**config.mk**
```make
export PLATFORM = sky130hd
export DESIGN_NAME = jfi_ctrl
export DESIGN_NICKNAME = d
export VERILOG_FILES = /design/src/hw/rtl/jfi_pkg.sv /design/src/hw/rtl/jfi_ctrl.sv
export SDC_FILE = /design/constraint.sdc
export NUM_CORES = 1
export LEC_CHECK = 0
export ABC_AREA = 0
export BUFFER_PORTS_ARGS = -buffer_cell sky130_fd_sc_hd__buf_4
export CAP_MARGIN = 20
export CORE_MARGIN = 1.5
export CORE_UTILIZATION = 30
export DETAILED_ROUTE_END_ITERATION = 6
export GPL_TIMING_DRIVEN = 0
export SYNTH_ARGS = -nofsm -noshare
export SYNTH_HDL_FRONTEND = slang
export SYNTH_SLANG_ARGS = --single-unit
```
**constraint.sdc**
```tcl
create_clock -name clk -period 1.8 [get_ports clk]
set_input_delay 0.36 -clock clk [delete_from_list [all_inputs] [get_ports clk]]
set_output_delay 0.36 -clock clk [all_outputs]
set_load 0.01 [all_outputs]
```
**src/hw/rtl/jfi_pkg.sv**
```systemverilog
`timescale 1ns / 1ps
// ----------------------------------------------------------------------------
// jfi_pkg
// Shared types and constants for the Jain fairness index core.
// ----------------------------------------------------------------------------
package jfi_pkg;

  // field widths
  localparam int BYTES_W   = 41;   // signed flow byte count
  localparam int MAG_W     = 40;   // magnitude of a counted flow
  localparam int ID_W      = 16;
  localparam int COUNT_W   = 13;
  localparam int INDEX_W   = 17;
  localparam int SHARE_W   = 15;

  // squaring split: x = xh * 2^XL_W + xl
  localparam int XL_W      = 24;
  localparam int XH_W      = MAG_W - XL_W;
  localparam int SQS_W     = 96;   // sum of squares, wraps mod 2^96

  // hog share = hog * 100 * 256 / sum, quotient below 2^SHARE_QW
  localparam int SHARE_QW  = 15;
  localparam int SHARE_NW  = MAG_W + SHARE_QW;

  typedef enum logic [3:0] {
    ST_IDLE,
    ST_DRAIN,
    ST_DEN_LD,
    ST_DEN_RUN,
    ST_SQ_LD,
    ST_SQ_RUN,
    ST_IDX_LD,
    ST_IDX_RUN,
    ST_SHR_LD,
    ST_SHR_RUN,
    ST_LOAD
  } state_t;

  typedef enum logic {
    MSEL_DEN,   // n * sum of squares
    MSEL_SQ     // sum * sum
  } mul_sel_t;

  typedef enum logic {
    DSEL_IDX,   // fairness index
    DSEL_SHARE  // hog share
  } div_sel_t;

  typedef struct packed {
    logic     absorb;
    logic     mul_ld;
    mul_sel_t mul_sel;
    logic     mul_step;
    logic     den_cap;
    logic     div_ld;
    div_sel_t div_sel;
    logic     div_step;
    logic     idx_cap;
    logic     res_ld;
  } cmd_t;

  typedef struct packed {
    logic count_zero;
    logic mul_done;
    logic div_done;
    logic out_busy;
  } status_t;

endpackage

```
**src/hw/rtl/jfi_ctrl.sv**
```systemverilog
`timescale 1ns / 1ps
// ----------------------------------------------------------------------------
// jfi_ctrl
// Sequencer: accepts flows, then walks the report through multiply and
// divide phases and hands the result to the output register.
// ----------------------------------------------------------------------------
module jfi_ctrl (
  input  logic             clk,
  input  logic             rst_n,
  input  logic             in_valid,
  input  logic             in_last_flow,
  output logic             in_ready,
  input  jfi_pkg::status_t sts,
  output jfi_pkg::cmd_t    cmd
);

  jfi_pkg::state_t state_r, state_nxt;

  always_ff @(posedge clk) begin
    if (!rst_n) begin
      state_r <= jfi_pkg::ST_IDLE;
    end else begin
      state_r <= state_nxt;
    end
  end

  // next state
  always_comb begin
    state_nxt = state_r;
    unique case (state_r)
      jfi_pkg::ST_IDLE: begin
        if (in_valid && in_last_flow) state_nxt = jfi_pkg::ST_DRAIN;
      end
      jfi_pkg::ST_DRAIN: begin
        state_nxt = sts.count_zero ? jfi_pkg::ST_LOAD : jfi_pkg::ST_DEN_LD;
      end
      jfi_pkg::ST_DEN_LD:  state_nxt = jfi_pkg::ST_DEN_RUN;
      jfi_pkg::ST_DEN_RUN: begin
        if (sts.mul_done) state_nxt = jfi_pkg::ST_SQ_LD;
      end
      jfi_pkg::ST_SQ_LD:   state_nxt = jfi_pkg::ST_SQ_RUN;
      jfi_pkg::ST_SQ_RUN: begin
        if (sts.mul_done) state_nxt = jfi_pkg::ST_IDX_LD;
      end
      jfi_pkg::ST_IDX_LD:  state_nxt = jfi_pkg::ST_IDX_RUN;
      jfi_pkg::ST_IDX_RUN: begin
        if (sts.div_done) state_nxt = jfi_pkg::ST_SHR_LD;
      end
      jfi_pkg::ST_SHR_LD:  state_nxt = jfi_pkg::ST_SHR_RUN;
      jfi_pkg::ST_SHR_RUN: begin
        if (sts.div_done) state_nxt = jfi_pkg::ST_LOAD;
      end
      jfi_pkg::ST_LOAD: begin
        if (!sts.out_busy) state_nxt = jfi_pkg::ST_IDLE;
      end
      default: state_nxt = jfi_pkg::ST_IDLE;
    endcase
  end

  // outputs
  always_comb begin
    in_ready     = 1'b0;
    cmd          = '0;
    cmd.mul_sel  = jfi_pkg::MSEL_DEN;
    cmd.div_sel  = jfi_pkg::DSEL_IDX;
    unique case (state_r)
      jfi_pkg::ST_IDLE: begin
        in_ready   = 1'b1;
        cmd.absorb = in_valid;
      end
      jfi_pkg::ST_DRAIN: ;
      jfi_pkg::ST_DEN_LD: begin
        cmd.mul_ld  = 1'b1;
        cmd.mul_sel = jfi_pkg::MSEL_DEN;
      end
      jfi_pkg::ST_DEN_RUN: begin
        cmd.mul_step = !sts.mul_done;
        cmd.den_cap  = sts.mul_done;
      end
      jfi_pkg::ST_SQ_LD: begin
        cmd.mul_ld  = 1'b1;
        cmd.mul_sel = jfi_pkg::MSEL_SQ;
      end
      jfi_pkg::ST_SQ_RUN: begin
        cmd.mul_step = !sts.mul_done;
      end
      jfi_pkg::ST_IDX_LD: begin
        cmd.div_ld  = 1'b1;
        cmd.div_sel = jfi_pkg::DSEL_IDX;
      end
      jfi_pkg::ST_IDX_RUN: begin
        cmd.div_step = !sts.div_done;
        cmd.idx_cap  = sts.div_done;
      end
      jfi_pkg::ST_SHR_LD: begin
        cmd.div_ld  = 1'b1;
        cmd.div_sel = jfi_pkg::DSEL_SHARE;
      end
      jfi_pkg::ST_SHR_RUN: begin
        cmd.div_step = !sts.div_done;
      end
      jfi_pkg::ST_LOAD: begin
        cmd.res_ld = !sts.out_busy;
      end
      default: ;
    endcase
  end

endmodule

```
==> impl_metrics.py <==
metrics = {
    "power": {
        "vdd_drop_max_mv": 0.725,
        "p_leak_nw": 0.326,
        "power_w": 0.00112,
        "powerDensity_mw_per_mm2": 1530,
    },
    "timing": {
        "finClkSkew_ns": 0.00248,
        "fmax_mhz": 565,
        "finalHoldViolations": 0,
        "tightest_slew_ns": 0.270,
        "slew_viol_final": 0,
        "setup_ws_ns": 0.0295,
        "relSlewSlack_pct": 81.8,
        "fin_crit_sh_pct": 98.4,
        "setup_viol": 0,
        "rsz0062_at_grt": "yes",
        "period_minus_slack_ns": 1.77,
    },
    "placed_design": {
        "placedCellCount": 89,
        "gp_congestion": 0.750,
        "portBuffers": 18,
        "place_area_um2": 622,
        "hpwl_um": 851,
        "place_ws_ns": -0.0954,
    },
    "floorplanning": {
        "die_area_mm2": 0.00177,
        "std_cell_rows": 13,
        "fp.dieW_um": 42.0,
        "die_h_um": 42.0,
        "initial_core_util_pct": 33.4,
        "pin_count": 19,
        "coreArea_mm2": 0.00137,
    },
    "clock_network": {
        "clk_latency_ns": 0.24,
        "cts.reportedPaths.clkPinSlew_ns": 0.04,
        "cts_hold_buf": 0,
        "cts-root-buf": "clkbuf_4",
        "cts_sinks": 4,
        "h-tree-depth": 1,
        "cts_tree": "built",
        "clock_path_buffers": 2,
        "numCtsBuffers": 3,
    },
    "synth": {
        "synth_area_leaders": "dfxtp_1 18%, nor3b_1 8.2%, nor2_1 4.9%, nand4_4 4.7%, a21oi_1 4.4%",
        "synth.ff_latch_count": 4,
        "synth_flop_cell": "dfxtp_1",
        "yosys.area.top_type": "dfxtp_1",
        "post-synth-top-count-cell": "nor2_1",
        "synth_warnings": 0,
        "seq_area_frac_synth_pct": 17.5,
        "synth_edf_count": 0,
        "synth.top_cells.by_count": "6 x nor2_1, 5 x nor3b_1, 4 x a21oi_1, 4 x dfxtp_1, 4 x nand2_1",
        "synthArstFlopShare_pct": 0,
        "syn-num-nets": 64,
        "synth.avg_cell_area_um2": 8.16,
        "yosys.cell_types.count": 33,
        "synth_top_area_share_pct": 17.5,
        "syn_inst": 56,
        "synth_area_um2": 457,
    },
    "setup_path": {
        "crit_family": "simple AND/OR/NAND/NOR gates",
        "max_stage_delay_ns": 0.39,
        "cp.arrival_ns": 1.89,
        "end_kind": "flip-flop",
        "path_buf_inv": 1,
        "r2r_slack_ns": 0.03,
        "critPathSlowestCell": "or3_4",
        "crit_fanout": 9,
        "setup.worst_path.class": "flip-flop to flip-flop",
        "critPathLaunchType": "flip-flop",
        "path_cells": "buf_6 -> xnor2_1 -> or3_4 -> nand4_4 -> mux2_4 -> o31a_1",
        "cp_data_required_time_ns": 1.92,
    },
    "route": {
        "wl_met2_um": 572,
        "drt_first_pass_iters": 4,
        "wl_met1_um": 553,
        "finalWirelength_um": 1220,
        "antenna_left": 0,
        "wl_per_cell_um": 13.0,
        "highest_layer": "met3",
        "drt-vias-per-instance": 5.40,
        "drt_iter0_drc": 15,
        "drc_errors": 0,
        "dr_wl_met3_um": 97,
        "routed-via-count": 508,
    },
    "finish": {
        "post-route-util_pct": 53.4,
        "antenna_cells": 0,
        "largest_reg_flops": 4,
        "top_register": "state_r",
        "largestRegisters": "state_r (4)",
        "final_cells": 94,
        "num-nets-final": 89,
        "area_growth_pct": 59.7,
        "drive_gt1_share_pct": 57.0,
        "fin_area_um2": 729,
    },
    "global_route": {
        "track_usage_pct": 15.5,
        "overflow": 0,
        "antenna_found_initial": 0,
        "grt_max_degree": 11,
        "grt_first_pass_wirelength_um": 2150,
        "grt_pass1_vias": 481,
    },
    "status": {
        "status": "finished, final reports clean",
    },
    "run": {
        "drv_cap": 0,
    },
    "hold_path": {
        "hold_class": "input pin to flip-flop",
    },
}
## report_power, final
group / switching [W] / total [W] / internal (W)
registers: 0.0000449 / 0.000171 / 0.000126
logic: 0.000408 / 0.000833 / 0.000426
clock network: 0.0000381 / 0.000113 / 0.0000747
## worst paths after layout
check	startpoint	end	cells past startpoint
worst max register to register	state_r[1]	state_r[1]	6
worst max-delay path	state_r[1]	state_r[1]	6
worst min-delay path	rst_n	state_r[2]	2
worst min register to register	state_r[2]	state_r[2]	3
## layout make-up
class,count,area (um2)
sequential,4,82.6
buffer,5,53.8
inverter,3,11.3
timing repair buffer,20,150
clock buffer,3,22.5
fill,129,637
tap,15,18.8
multi-input combinational,44,390
## cells in the final DEF, fill, tap and decap left out, types with 2 or more instances in the layout
cell       n
a21oi_1    4
nor3b_1    4
clkbuf_4   3
dfxtp_1    2
nor3_1     2
inv_1      3
dfxtp_2    2
nor2_1     6
nand2_1    2
buf_6      3
nand2_2    2
buf_4     20
## worst register-to-register path, cell delays in order, from the launching register on
cell and delay, ns:
dfxtp_1 0.30, buf_6 0.14, xnor2_1 0.14, or3_4 0.39, nand4_4 0.10, mux2_4 0.30, o31a_1 0.29
## per-layer routing
metal  global-route usage [%]  vias to the layer above
met3                     6.90                        0
met5                        0                        -
met1                     20.6                      230
met4                     2.50                        0
met2                     23.4                       27
li1                         -                      251
## what timing repair did
action | 4_1_cts | 5_1_grt
pin swaps | 2 | 1
setup endpoints to repair | 7 | 6
resized for setup | 9 | 10
cloned | 0 | 0
setup buffers | 2 | 0
## per-stage QoR
stage	hold slack [ns]	TNS [ns]
floorplan	0.477	0
global placement	0.606	-0.206
detailed placement	0.609	-0.186
CTS	0.363	0
global route	0.371	-0.0481
finish	0.369	0
## cells by family after synthesis
| group | share of synthesized area (%) |
|---|---|
| AO/OA/AOI/OAI | 17.8 |
| XOR/XNOR | 1.92 |
| buffers and inverters | 9.31 |
| flip-flops | 17.5 |
| multiplexers | 5.48 |
| AND/OR/NAND/NOR | 47.9 |
(Power assumes the default switching activity.)
